**config.mk**
```make
export PLATFORM = sky130hd
export DESIGN_NAME = block_range_prime_counter_unit
export DESIGN_NICKNAME = d
export VERILOG_FILES = /design/src/rtl/brpc_pkg.sv /design/src/rtl/brpc_divider.sv /design/src/rtl/brpc_datapath.sv /design/src/rtl/brpc_ctrl.sv /design/src/rtl/block_range_prime_counter_unit.sv
export SDC_FILE = /design/constraint.sdc
export NUM_CORES = 1
export LEC_CHECK = 0
export ABC_CLOCK_PERIOD_IN_PS = 4850
export BUFFER_PORTS_ARGS = -buffer_cell sky130_fd_sc_hd__buf_2
export CAP_MARGIN = 20
export CORE_MARGIN = 2
export CORE_UTILIZATION = 57
export DETAILED_ROUTE_END_ITERATION = 10
export PLACE_DENSITY_LB_ADDON = 0.12
export SLEW_MARGIN = 20
export SYNTH_ARGS = -nofsm -noshare
export SYNTH_HDL_FRONTEND = slang
export SYNTH_SLANG_ARGS = --single-unit
```
**constraint.sdc**
```tcl
create_clock -name clk -period 4.85 [get_ports clk]
set_clock_uncertainty 0.2 [all_clocks]
set_input_delay 0.97 -clock clk [delete_from_list [all_inputs] [get_ports clk]]
set_output_delay 0.97 -clock clk [all_outputs]
set_load 0.01 [all_outputs]
```
**src/rtl/brpc_pkg.sv**
```systemverilog
// Shared types and constants for the block range prime counter.
// Used by the controller, the datapath and the top level; depends on nothing.
`default_nettype none

package brpc_pkg;

    localparam int IDX_W     = 8;
    localparam int PC_W      = 9;
    localparam int CFG_IDX_W = 2;

    localparam logic [CFG_IDX_W-1:0] REG_LIMIT = 2'd0;
    localparam logic [CFG_IDX_W-1:0] REG_PARTS = 2'd1;

    typedef logic [1:0] div_sel_t;

    localparam div_sel_t SEL_LO  = 2'd0;
    localparam div_sel_t SEL_HI  = 2'd1;
    localparam div_sel_t SEL_MOD = 2'd2;

    typedef struct packed {
        logic     load;
        logic     mul;
        logic     set_empty;
        logic     div_start;
        div_sel_t div_sel;
        logic     take_first;
        logic     take_last;
        logic     cand_init;
        logic     cand_next;
        logic     count_inc;
        logic     trial_three;
        logic     trial_next;
    } brpc_cmd_t;

    typedef struct packed {
        logic div_done;
        logic rem_zero;
        logic idx_out;
        logic cand_le_last;
        logic cand_lt2;
        logic cand_lt4;
        logic sq_le_cand;
        logic cand_odd;
    } brpc_stat_t;

endpackage

`default_nettype wire

```
**src/rtl/brpc_divider.sv**
```systemverilog
// Bit-serial restoring divider, one quotient bit per cycle.
// Standalone; used by brpc_datapath for range bounds and trial remainders.
`default_nettype none

module brpc_divider #(
    parameter int NW = 28,
    parameter int DW = 20
) (
    input  wire logic          clk,
    input  wire logic          rst_n,
    input  wire logic          start,
    input  wire logic [NW-1:0] dividend,
    input  wire logic [DW-1:0] divisor,
    output logic               done,
    output logic [NW-1:0]      quotient,
    output logic [DW-1:0]      remainder
);

    localparam int CW = $clog2(NW + 1);

    logic [NW-1:0] quo_reg;
    logic [DW-1:0] rem_reg;
    logic [DW-1:0] dvs_reg;
    logic [CW-1:0] cnt_reg;
    logic          run_reg;
    logic          done_reg;

    logic [DW:0]   trial;
    logic [DW:0]   diff;
    logic          fits;

    always_comb
    begin
        trial = {rem_reg, quo_reg[NW-1]};
        diff  = trial - {1'b0, dvs_reg};
        fits  = (trial >= {1'b0, dvs_reg});
    end

    always_ff @(posedge clk or negedge rst_n)
    begin
        if (!rst_n)
        begin
            run_reg  <= 1'b0;
            cnt_reg  <= '0;
            done_reg <= 1'b0;
        end
        else
        begin
            done_reg <= 1'b0;
            if (start)
            begin
                run_reg <= 1'b1;
                cnt_reg <= CW'(NW);
            end
            else if (run_reg)
            begin
                cnt_reg <= cnt_reg - CW'(1);
                if (cnt_reg == CW'(1))
                begin
                    run_reg  <= 1'b0;
                    done_reg <= 1'b1;
                end
            end
        end
    end

    always_ff @(posedge clk)
    begin
        if (start)
        begin
            quo_reg <= dividend;
            rem_reg <= '0;
            dvs_reg <= divisor;
        end
        else if (run_reg)
        begin
            if (fits)
            begin
                rem_reg <= diff[DW-1:0];
                quo_reg <= {quo_reg[NW-2:0], 1'b1};
            end
            else
            begin
                rem_reg <= trial[DW-1:0];
                quo_reg <= {quo_reg[NW-2:0], 1'b0};
            end
        end
    end

    assign done      = done_reg;
    assign quotient  = quo_reg;
    assign remainder = rem_reg;

endmodule

`default_nettype wire

```
**src/rtl/brpc_datapath.sv**
```systemverilog
// Datapath: configuration registers, range bounds, candidate and trial registers.
// Depends on brpc_pkg and brpc_divider; steered by brpc_ctrl through brpc_cmd_t.
`default_nettype none

module brpc_datapath #(
    parameter int VALUE_WIDTH = 20,
    parameter int MAX_PARTS   = 256,
    parameter int CFG_W       = 20
) (
    input  wire logic                            clk,
    input  wire logic                            rst_n,
    input  wire logic                            cfg_we,
    input  wire logic [brpc_pkg::CFG_IDX_W-1:0]  cfg_index,
    input  wire logic [CFG_W-1:0]                cfg_data,
    input  wire logic [brpc_pkg::IDX_W-1:0]      part_index,
    input  wire brpc_pkg::brpc_cmd_t             cmd,
    output brpc_pkg::brpc_stat_t                 stat,
    output logic [VALUE_WIDTH-1:0]               prime_count,
    output logic [VALUE_WIDTH:0]                 range_first,
    output logic [VALUE_WIDTH-1:0]               range_last
);

    localparam int VW  = VALUE_WIDTH;
    localparam int PW  = VW + brpc_pkg::IDX_W;
    localparam int DVW = (VW > brpc_pkg::PC_W) ? VW : brpc_pkg::PC_W;
    localparam int PC_CAP = (1 << brpc_pkg::PC_W) - 1;
    localparam logic [brpc_pkg::PC_W-1:0] PC_MAX =
        brpc_pkg::PC_W'((MAX_PARTS > PC_CAP) ? PC_CAP : MAX_PARTS);

    logic [VW-1:0]               limit_reg;
    logic [brpc_pkg::PC_W-1:0]   pc_reg;
    logic [brpc_pkg::IDX_W-1:0]  idx_reg;
    logic [brpc_pkg::PC_W-1:0]   parts_reg;
    logic [PW-1:0]               prod_reg;
    logic [VW:0]                 first_reg;
    logic [VW-1:0]               last_reg;
    logic [VW:0]                 cand_reg;
    logic [VW-1:0]               trial_reg;
    logic [VW+1:0]               sq_reg;
    logic [VW-1:0]               count_reg;

    logic [PW-1:0]               dvd;
    logic [DVW-1:0]              dvs;
    logic                        div_done;
    logic [PW-1:0]               quo;
    logic [DVW-1:0]              rem;

    always_ff @(posedge clk or negedge rst_n)
    begin
        if (!rst_n)
        begin
            limit_reg <= '0;
            pc_reg    <= brpc_pkg::PC_W'(1);
        end
        else if (cfg_we)
        begin
            if (cfg_index == brpc_pkg::REG_LIMIT)
            begin
                limit_reg <= cfg_data[VW-1:0];
            end
            else if (cfg_index == brpc_pkg::REG_PARTS)
            begin
                pc_reg <= cfg_data[brpc_pkg::PC_W-1:0];
            end
        end
    end

    always_comb
    begin
        case (cmd.div_sel)
            brpc_pkg::SEL_HI:
            begin
                dvd = prod_reg + PW'(limit_reg);
                dvs = DVW'(parts_reg);
            end
            brpc_pkg::SEL_MOD:
            begin
                dvd = PW'(cand_reg);
                dvs = DVW'(trial_reg);
            end
            default:
            begin
                dvd = prod_reg;
                dvs = DVW'(parts_reg);
            end
        endcase
    end

    brpc_divider #(
        .NW (PW),
        .DW (DVW)
    ) u_div (
        .clk       (clk),
        .rst_n     (rst_n),
        .start     (cmd.div_start),
        .dividend  (dvd),
        .divisor   (dvs),
        .done      (div_done),
        .quotient  (quo),
        .remainder (rem)
    );

    always_ff @(posedge clk)
    begin
        if (cmd.load)
        begin
            idx_reg   <= part_index;
            count_reg <= '0;
            if (pc_reg == '0)
            begin
                parts_reg <= brpc_pkg::PC_W'(1);
            end
            else if (pc_reg > PC_MAX)
            begin
                parts_reg <= PC_MAX;
            end
            else
            begin
                parts_reg <= pc_reg;
            end
        end
        if (cmd.mul)
        begin
            prod_reg <= PW'(idx_reg) * PW'(limit_reg);
        end
        if (cmd.set_empty)
        begin
            first_reg <= {1'b0, limit_reg} + (VW+1)'(1);
            last_reg  <= limit_reg;
        end
        if (cmd.take_first)
        begin
            first_reg <= {1'b0, quo[VW-1:0]} + (VW+1)'(1);
        end
        if (cmd.take_last)
        begin
            last_reg <= quo[VW-1:0];
        end
        if (cmd.cand_init)
        begin
            cand_reg <= first_reg;
        end
        else if (cmd.cand_next)
        begin
            cand_reg <= cand_reg + (VW+1)'(1);
        end
        if (cmd.count_inc)
        begin
            count_reg <= count_reg + VW'(1);
        end
        if (cmd.trial_three)
        begin
            trial_reg <= VW'(3);
            sq_reg    <= (VW+2)'(9);
        end
        else if (cmd.trial_next)
        begin
            // (d+2)^2 = d^2 + 4d + 4
            trial_reg <= trial_reg + VW'(2);
            sq_reg    <= sq_reg + {trial_reg, 2'b00} + (VW+2)'(4);
        end
    end

    always_comb
    begin
        stat.div_done     = div_done;
        stat.rem_zero     = (rem == '0);
        stat.idx_out      = ({1'b0, idx_reg} >= parts_reg);
        stat.cand_le_last = (cand_reg <= {1'b0, last_reg});
        stat.cand_lt2     = (cand_reg < (VW+1)'(2));
        stat.cand_lt4     = (cand_reg < (VW+1)'(4));
        stat.sq_le_cand   = (sq_reg <= {1'b0, cand_reg});
        stat.cand_odd     = cand_reg[0];
    end

    assign prime_count = count_reg;
    assign range_first = first_reg;
    assign range_last  = last_reg;

endmodule

`default_nettype wire

```
**src/rtl/brpc_ctrl.sv**
```systemverilog
// Controller state machine: sequences range division, candidate walk and trials.
// Depends on brpc_pkg; drives brpc_datapath through brpc_cmd_t.
`default_nettype none

module brpc_ctrl (
    input  wire logic                 clk,
    input  wire logic                 rst_n,
    input  wire logic                 start,
    input  wire brpc_pkg::brpc_stat_t stat,
    output brpc_pkg::brpc_cmd_t       cmd,
    output logic                      busy,
    output logic                      done
);

    localparam logic [3:0] S_IDLE  = 4'd0;
    localparam logic [3:0] S_MUL   = 4'd1;
    localparam logic [3:0] S_RANGE = 4'd2;
    localparam logic [3:0] S_DLO   = 4'd3;
    localparam logic [3:0] S_DHI   = 4'd4;
    localparam logic [3:0] S_CINIT = 4'd5;
    localparam logic [3:0] S_CAND  = 4'd6;
    localparam logic [3:0] S_DMOD  = 4'd8;
    localparam logic [3:0] S_SQ    = 4'd9;
    localparam logic [3:0] S_DONE  = 4'd10;

    logic [3:0] state_reg;
    logic [3:0] state_next;

    always_ff @(posedge clk or negedge rst_n)
    begin
        if (!rst_n)
        begin
            state_reg <= S_IDLE;
        end
        else
        begin
            state_reg <= state_next;
        end
    end

    always_comb
    begin
        cmd        = '0;
        cmd.div_sel = brpc_pkg::SEL_LO;
        state_next = state_reg;
        case (state_reg)
            S_IDLE, S_DONE:
            begin
                if (start)
                begin
                    cmd.load   = 1'b1;
                    state_next = S_MUL;
                end
                else
                begin
                    state_next = S_IDLE;
                end
            end
            S_MUL:
            begin
                cmd.mul    = 1'b1;
                state_next = S_RANGE;
            end
            S_RANGE:
            begin
                if (stat.idx_out)
                begin
                    cmd.set_empty = 1'b1;
                    state_next    = S_CINIT;
                end
                else
                begin
                    cmd.div_start = 1'b1;
                    cmd.div_sel   = brpc_pkg::SEL_LO;
                    state_next    = S_DLO;
                end
            end
            S_DLO:
            begin
                if (stat.div_done)
                begin
                    cmd.take_first = 1'b1;
                    cmd.div_start  = 1'b1;
                    cmd.div_sel    = brpc_pkg::SEL_HI;
                    state_next     = S_DHI;
                end
            end
            S_DHI:
            begin
                cmd.div_sel = brpc_pkg::SEL_HI;
                if (stat.div_done)
                begin
                    cmd.take_last = 1'b1;
                    state_next    = S_CINIT;
                end
            end
            S_CINIT:
            begin
                cmd.cand_init = 1'b1;
                state_next    = S_CAND;
            end
            S_CAND:
            begin
                if (!stat.cand_le_last)
                begin
                    state_next = S_DONE;
                end
                else if (stat.cand_lt2)
                begin
                    cmd.cand_next = 1'b1;
                end
                else if (stat.cand_lt4)
                begin
                    cmd.count_inc = 1'b1;
                    cmd.cand_next = 1'b1;
                end
                else if (!stat.cand_odd)
                begin
                    // An even candidate of four or more has the factor two.
                    cmd.cand_next = 1'b1;
                end
                else
                begin
                    cmd.trial_three = 1'b1;
                    state_next      = S_SQ;
                end
            end
            S_DMOD:
            begin
                cmd.div_sel = brpc_pkg::SEL_MOD;
                if (stat.div_done)
                begin
                    if (stat.rem_zero)
                    begin
                        cmd.cand_next = 1'b1;
                        state_next    = S_CAND;
                    end
                    else
                    begin
                        cmd.trial_next = 1'b1;
                        state_next     = S_SQ;
                    end
                end
            end
            S_SQ:
            begin
                // Once the trial divisor squared exceeds the candidate, it is prime.
                if (stat.sq_le_cand)
                begin
                    cmd.div_start = 1'b1;
                    cmd.div_sel   = brpc_pkg::SEL_MOD;
                    state_next    = S_DMOD;
                end
                else
                begin
                    cmd.count_inc = 1'b1;
                    cmd.cand_next = 1'b1;
                    state_next    = S_CAND;
                end
            end
            default:
            begin
                state_next = S_IDLE;
            end
        endcase
    end

    assign busy = (state_reg != S_IDLE) && (state_reg != S_DONE);
    assign done = (state_reg == S_DONE);

endmodule

`default_nettype wire

```
**src/rtl/block_range_prime_counter_unit.sv**
```systemverilog
// Top level of the block range prime counter: controller plus datapath.
// Depends on brpc_pkg, brpc_ctrl, brpc_datapath (and brpc_divider below it).
//
//  channel   signals                                   direction  transfer
//  request   start, busy, part_index                   in         start && !busy
//  result    done, prime_count, range_first, range_last out       done (one cycle)
//  config    cfg_valid, cfg_ready, cfg_index, cfg_data in         cfg_valid && cfg_ready
//
// One request runs to completion before the next is taken. For an index within
// the part count the range bounds take two divisions; then each odd candidate
// of five or more takes one trial division per odd divisor up to its square
// root. All run on the shared bit-serial divider.
// Reset needs no clearing pass. The result strobe cannot be stalled, and a new
// request may be taken in the same cycle as done.
`default_nettype none

module block_range_prime_counter_unit #(
    parameter int VALUE_WIDTH = 20,
    parameter int MAX_PARTS   = 256
) (
    input  wire logic                                  clk,
    input  wire logic                                  rst_n,
    input  wire logic                                  start,
    output logic                                       busy,
    input  wire logic [brpc_pkg::IDX_W-1:0]            part_index,
    output logic                                       done,
    output logic [VALUE_WIDTH-1:0]                     prime_count,
    output logic [VALUE_WIDTH:0]                       range_first,
    output logic [VALUE_WIDTH-1:0]                     range_last,
    input  wire logic                                  cfg_valid,
    output logic                                       cfg_ready,
    input  wire logic [brpc_pkg::CFG_IDX_W-1:0]        cfg_index,
    input  wire logic [((VALUE_WIDTH > brpc_pkg::PC_W) ?
                        VALUE_WIDTH : brpc_pkg::PC_W)-1:0] cfg_data
);

    localparam int CFG_W = (VALUE_WIDTH > brpc_pkg::PC_W) ? VALUE_WIDTH : brpc_pkg::PC_W;

    brpc_pkg::brpc_cmd_t  cmd;
    brpc_pkg::brpc_stat_t stat;

    assign cfg_ready = 1'b1;

    brpc_ctrl u_ctrl (
        .clk   (clk),
        .rst_n (rst_n),
        .start (start),
        .stat  (stat),
        .cmd   (cmd),
        .busy  (busy),
        .done  (done)
    );

    brpc_datapath #(
        .VALUE_WIDTH (VALUE_WIDTH),
        .MAX_PARTS   (MAX_PARTS),
        .CFG_W       (CFG_W)
    ) u_dp (
        .clk         (clk),
        .rst_n       (rst_n),
        .cfg_we      (cfg_valid && cfg_ready),
        .cfg_index   (cfg_index),
        .cfg_data    (cfg_data),
        .part_index  (part_index),
        .cmd         (cmd),
        .stat        (stat),
        .prime_count (prime_count),
        .range_first (range_first),
        .range_last  (range_last)
    );

endmodule

`default_nettype wire

```
# After elaboration in Yosys (flattened, before gate mapping)
# Cells that the tools add are included.
# W data, S select, Z words.
# classes
n_addsub	10
multipliers	1
order_cmp	7
n_eq_ne	20
n_mux	66
bitwise	1
reduce_logical	16
# op_table
cell	count
$mux W20	5
$mux W21	4
$mux W28	2
$pmux W28 S2	1
$add A20 B1 Y21 const B	2
$mux W4	10
$pmux W4 S9	1
$mux W1	29
$add A28 B20 Y28	1
$mul A8 B20 Y28	1
$add A22 B22 Y22	1
$add A22 B3 Y22 const B	1
$le A22 B21 Y1	1
$add A21 B1 Y21 const B	1
$ge A21 B20 Y1	1
$le A21 B20 Y1	1
$lt A21 B2 Y1 const B	1
$lt A21 B3 Y1 const B	1
$add A20 B1 Y20 const B	1
$add A20 B2 Y20 const B	1
$logic_not A20 Y1	1
$sub A20 B20 Y20	1
$mux W9	2
$eq A4 B3 Y1 const B	3
other kinds (30)	48
# word_totals
register_bits	277
in_bits	34
out_inout_bits	64
elab_cells	141

# Logic depth before layout (Yosys ltp)
# depth
ltp_word	7
mapped_depth	19
mapped_depth_nobuf	18

# Modules after synthesis
# A second synthesis with hierarchy kept.
# hier_totals
hier_cells	2312
area_unflattened_um2	22401.5
# by_module_without_submodules
mod	instances	cells_each	area_each_um2	seq_area_each_um2
brpc_datapath	1	1842	17544.3	5301.3
brpc_divider	1	388	4210.3	2016.9
brpc_ctrl	1	80	635.6	100.1
block_range_prime_counter_unit	1	2	11.3	0.0

# Worst setup path after synthesis
# OpenSTA, ideal clock, no wires.
# synth_path
path_kind	reg-to-reg
from	register u_dp.limit_reg[2]
to	register u_dp.prod_reg[23], data pin
setup_ns	0.258
t_arrival_ns	4.783
required_ns	4.392
path_slack_ns	-0.391
stages_incl_launch_ff	18
path_buffers	1
synth_period_minus_slack_ns	5.241
cell_sequence	dfrtp_1 -> clkbuf_1 -> and2_1 -> fa_1 -> fa_1 -> fa_1 -> inv_1 -> fa_1 -> inv_1 -> ha_1 -> a21o_1 -> o21ai_0 -> a31oi_1 -> a221oi_1 -> o21ai_0 -> a21o_1 -> a21oi_1 -> xnor2_1
# synth_via
elab_chain_len	1
# synth_lines
element	line_no	source
start: declaration	brpc_datapath.sv:30	logic [VW-1:0] limit_reg;
start signal: assignment	brpc_datapath.sv:59	limit_reg <= cfg_data[VW-1:0];
$mul A8 B20 Y28	brpc_datapath.sv:124	prod_reg <= PW'(idx_reg) * PW'(limit_reg);
end signal: assignment	brpc_datapath.sv:124	
end: declaration	brpc_datapath.sv:34	logic [PW-1:0] prod_reg;
# No other way between the ends.
# A chain may end at the register's enable or synchronous reset.

# Worst setup path after layout
# layout_path
from	register u_dp.idx_reg[3] (netlist name)
to	register u_dp.prod_reg[25], data pin
# layout_via
elab_chain_len	1
# layout_lines
element	line_no	source
start: declaration	brpc_datapath.sv:32	logic [brpc_pkg::IDX_W-1:0] idx_reg;
start signal: assignment	brpc_datapath.sv:107	idx_reg <= part_index;
$mul A8 B20 Y28	brpc_datapath.sv:124	
# No other way between the ends.

==> impl_results.md <==
* Later-pin clock latency in the skew report at 0.56 ns
* Post-synth EDFFs at 175
* Nets at 2,817
* Worst-path clk slew at 0.06 ns
* Setup TNS at -0.819 ns
* Worst Path Class, Setup: flip-flop to flip-flop
* FFs w/ async S/R, synth at 14.7%
* Status: complete, but fails checks
* Initial DRT Pass Iterations at 5
* Port bufs at 96
* Synth Cell Area at 22,000 µm²
* Layout cells sized above 1 at 18.3%
* Fin. max-slew vios at 0
* Pin count of the biggest net entering global routing at 44
* Sequential area share after synthesis at 33.8%
* N_diodes at 0
* Vias per inst at 5.79
* Startpoint Class: flip-flop
* Syn_area_per_cell at 9.53 µm²
* Total grt overflow at 0
* Initial antenna violation count at 0
* CTS Buffer Depth at 3
* Number of synthesized register bits at 273
* WL final at 57,600 µm
* Total global-route track usage at 28.6%
* Cell Count, Final, Fillers Out at 3,028
* Syn Inst Count at 2,304
* Fillers at 2,957
* Area growth from synthesis to layout at 16.2%
* Die Ht at 200 µm
* R2R cell count at 15
* Multi-input combinational cell area at 13,700 µm²
* Critical path fanouts, max at 7
* Cell taking the most area after synthesis: edfxtp_1
* Root Buffer: clkbuf_16
* Io pins at 98
* Number of placed instances, taps included at 2,939
* Vias at 17,500
* Max Cap Viol at 0
* Post-synth top area share at 23.9%
* CP arrival at 5.11 ns
* H-Tree Depth at 2
* CORE AREA at 37,800 µm²
* Crit end category: flip-flop
* Fmax at 199 MHz
* Reg area at 7420 µm²
* WL/cell at 19.0 µm
* DP HPWL at 44,400 µm
* Period utilization at 104%
* First-pass GRT wire length at 93,000 µm
* Endpoints failing hold at 0
* Initial Utilization at 58.1%
* Top_reg_cell synth: edfxtp_1
* CTS buffer count at 34
* Most frequent cells in the layout: 235 x nand2_1, 221 x inv_1, 175 x edfxtp_1
* CTS tree: done
* Syn_nets at 2,629
* Required @ worst endpoint at 4.94 ns
* Commonest non-fill, non-tap cell in the layout: nand2_1
* First DRT Iteration DRCs at 1,154
* Die area at 40,100 µm²
* Tightest Hold Check Type: input pin to async pin
* Fin worst setup slack at -0.170 ns
* GPL Wtd Cong at 0.891
* Final ANT Viol Nets at 0
* Reg-to-reg slack, setup at -0.17 ns
* Ys Warns at 0
* Die X at 200 µm
* Post-layout minimum cycle time at 5.02 ns
* Row Count at 71
* Relative slew slack at 25.9%
* R2r startpoint: u_dp.idx_reg[3]
* Clock sinks at 273
* CTS Hold Buffers Added at 0
* Final setup fails at 8
* Top cells by area, synth: edfxtp_1 24%, ha_1 10%, fa_1 10%, dfxtp_1 5.3%, dfrtp_1 4.4%
* Unrepaired setup endpoints after global routing: true
* Cell variety after synth at 78
* Slew @ Worst Pin at 1.11 ns
* Vias in the first global route at 18,000
* R2r endpoint: u_dp.prod_reg[25]
* # DRC at 0
* Violated checks: negative setup slack
==> repair_timing <==
| action | 4_1_cts | 5_1_grt |
|---|---|---|
| pin swaps | 35 | 68 |
| gates resized for setup | 43 | 68 |
| buffers inserted | 20 | 10 |
| cloned | 1 | 1 |
| setup endpoints to repair | 13 | 15 |
==> synth_stat cells, types with 17 or more instances <==
library cell / number
a211oi_1: 29
a21o_1: 40
a21oi_1: 101
a221oi_1: 19
and2_1: 138
and3_1: 21
clkbuf_1: 78
dfrtp_1: 39
dfxtp_1: 58
edfxtp_1: 175
fa_1: 111
ha_1: 180
inv_1: 234
mux2_2: 51
mux2i_1: 34
nand2_1: 236
nand3_1: 64
nand4_1: 27
nor2_1: 121
nor2b_1: 35
nor3_1: 30
nor4_1: 17
o21ai_0: 89
o31ai_1: 25
xnor2_1: 91
xor2_1: 64
==> metal layers <==
| metal | wire length (µm) | GRT usage, % | up-vias | share of wire, % |
|---|---|---|---|---|
| met5 | 0 | 0 | - | 0 |
| met4 | 2170 | 12.0 | 0 | 3.8 |
| met3 | 2800 | 3.37 | 127 | 4.9 |
| met2 | 28700 | 50.6 | 485 | 50 |
| met1 | 23900 | 35.5 | 8548 | 42 |
| li1 | - | - | 8361 | - |
==> logic make-up (layout without fill, tap and decap cells) <==
kind of cell / Yosys count / in the layout / synth area share, %
AND/OR/NAND/NOR: 750 / 750 / 17.0
other: 1 / 1 / 0.0171
AO/OA/AOI/OAI: 416 / 416 / 12.4
multiplexers: 85 / 85 / 4.17
XOR/XNOR: 155 / 155 / 6.18
buffers and inverters: 333 / 546 / 6.01
flip-flops: 273 / 273 / 33.8
adder cells (fa/ha/maj): 291 / 291 / 20.4
==> worst max-delay path by stage <==
stage,endpoint,slack (ns),from,cells after the start
after floorplan,u_dp.prod_reg[23],-0.009,u_dp.limit_reg[9],17
after global placement,u_dp.prod_reg[23],-0.22,u_dp.idx_reg[4],17
after detailed placement,u_dp.prod_reg[26],-0.33,u_dp.idx_reg[7],17
after CTS,u_dp.prod_reg[23],-0.13,u_dp.idx_reg[2],18
after global routing,u_dp.prod_reg[23],-0.28,u_dp.idx_reg[7],17
final,u_dp.prod_reg[25],-0.17,u_dp.idx_reg[3],15
==> per-stage QoR <==
stage / setup slack (ns) / hold WS (ns) / util, % / cell area (µm²)
finish: -0.170 / 0.285 / 67.5 / 25500
global route: -0.281 / 0.321 / 67.5 / 25500
CTS: -0.126 / 0.296 / 66.8 / 25200
detailed placement: -0.327 / 0.286 / 62.8 / 23700
global placement: -0.225 / 0.277 / 62.8 / 23700
floorplan: -0.00899 / 0.253 / - / 22100
==> area by class of cell <==
cell class              count  share of cell area [%]
multi-input cells        1698                    53.8
flip-flops and latches    273                    29.1
repair buffers            250                    6.72
clock buffers              42                    3.62
inverters                 235                    3.46
well taps                 511                    2.51
clock inverters            19                   0.765
==> worst max-delay path: stages (launching register included) <==
cell and delay (ns):
edfxtp_1 0.53, and2_1 0.22, fa_1 0.55, fa_1 0.46, fa_1 0.53, inv_2 0.04
fa_1 0.54, inv_2 0.04, ha_4 0.28, and4_4 0.23, o311ai_4 0.12, a31oi_4 0.28
a221oi_4 0.12, o311a_1 0.35, buf_4 0.16, xnor2_1 0.12
Power is not shown: default switching activity piles up to over one toggle a cycle in this logic, so the estimate is an artifact.
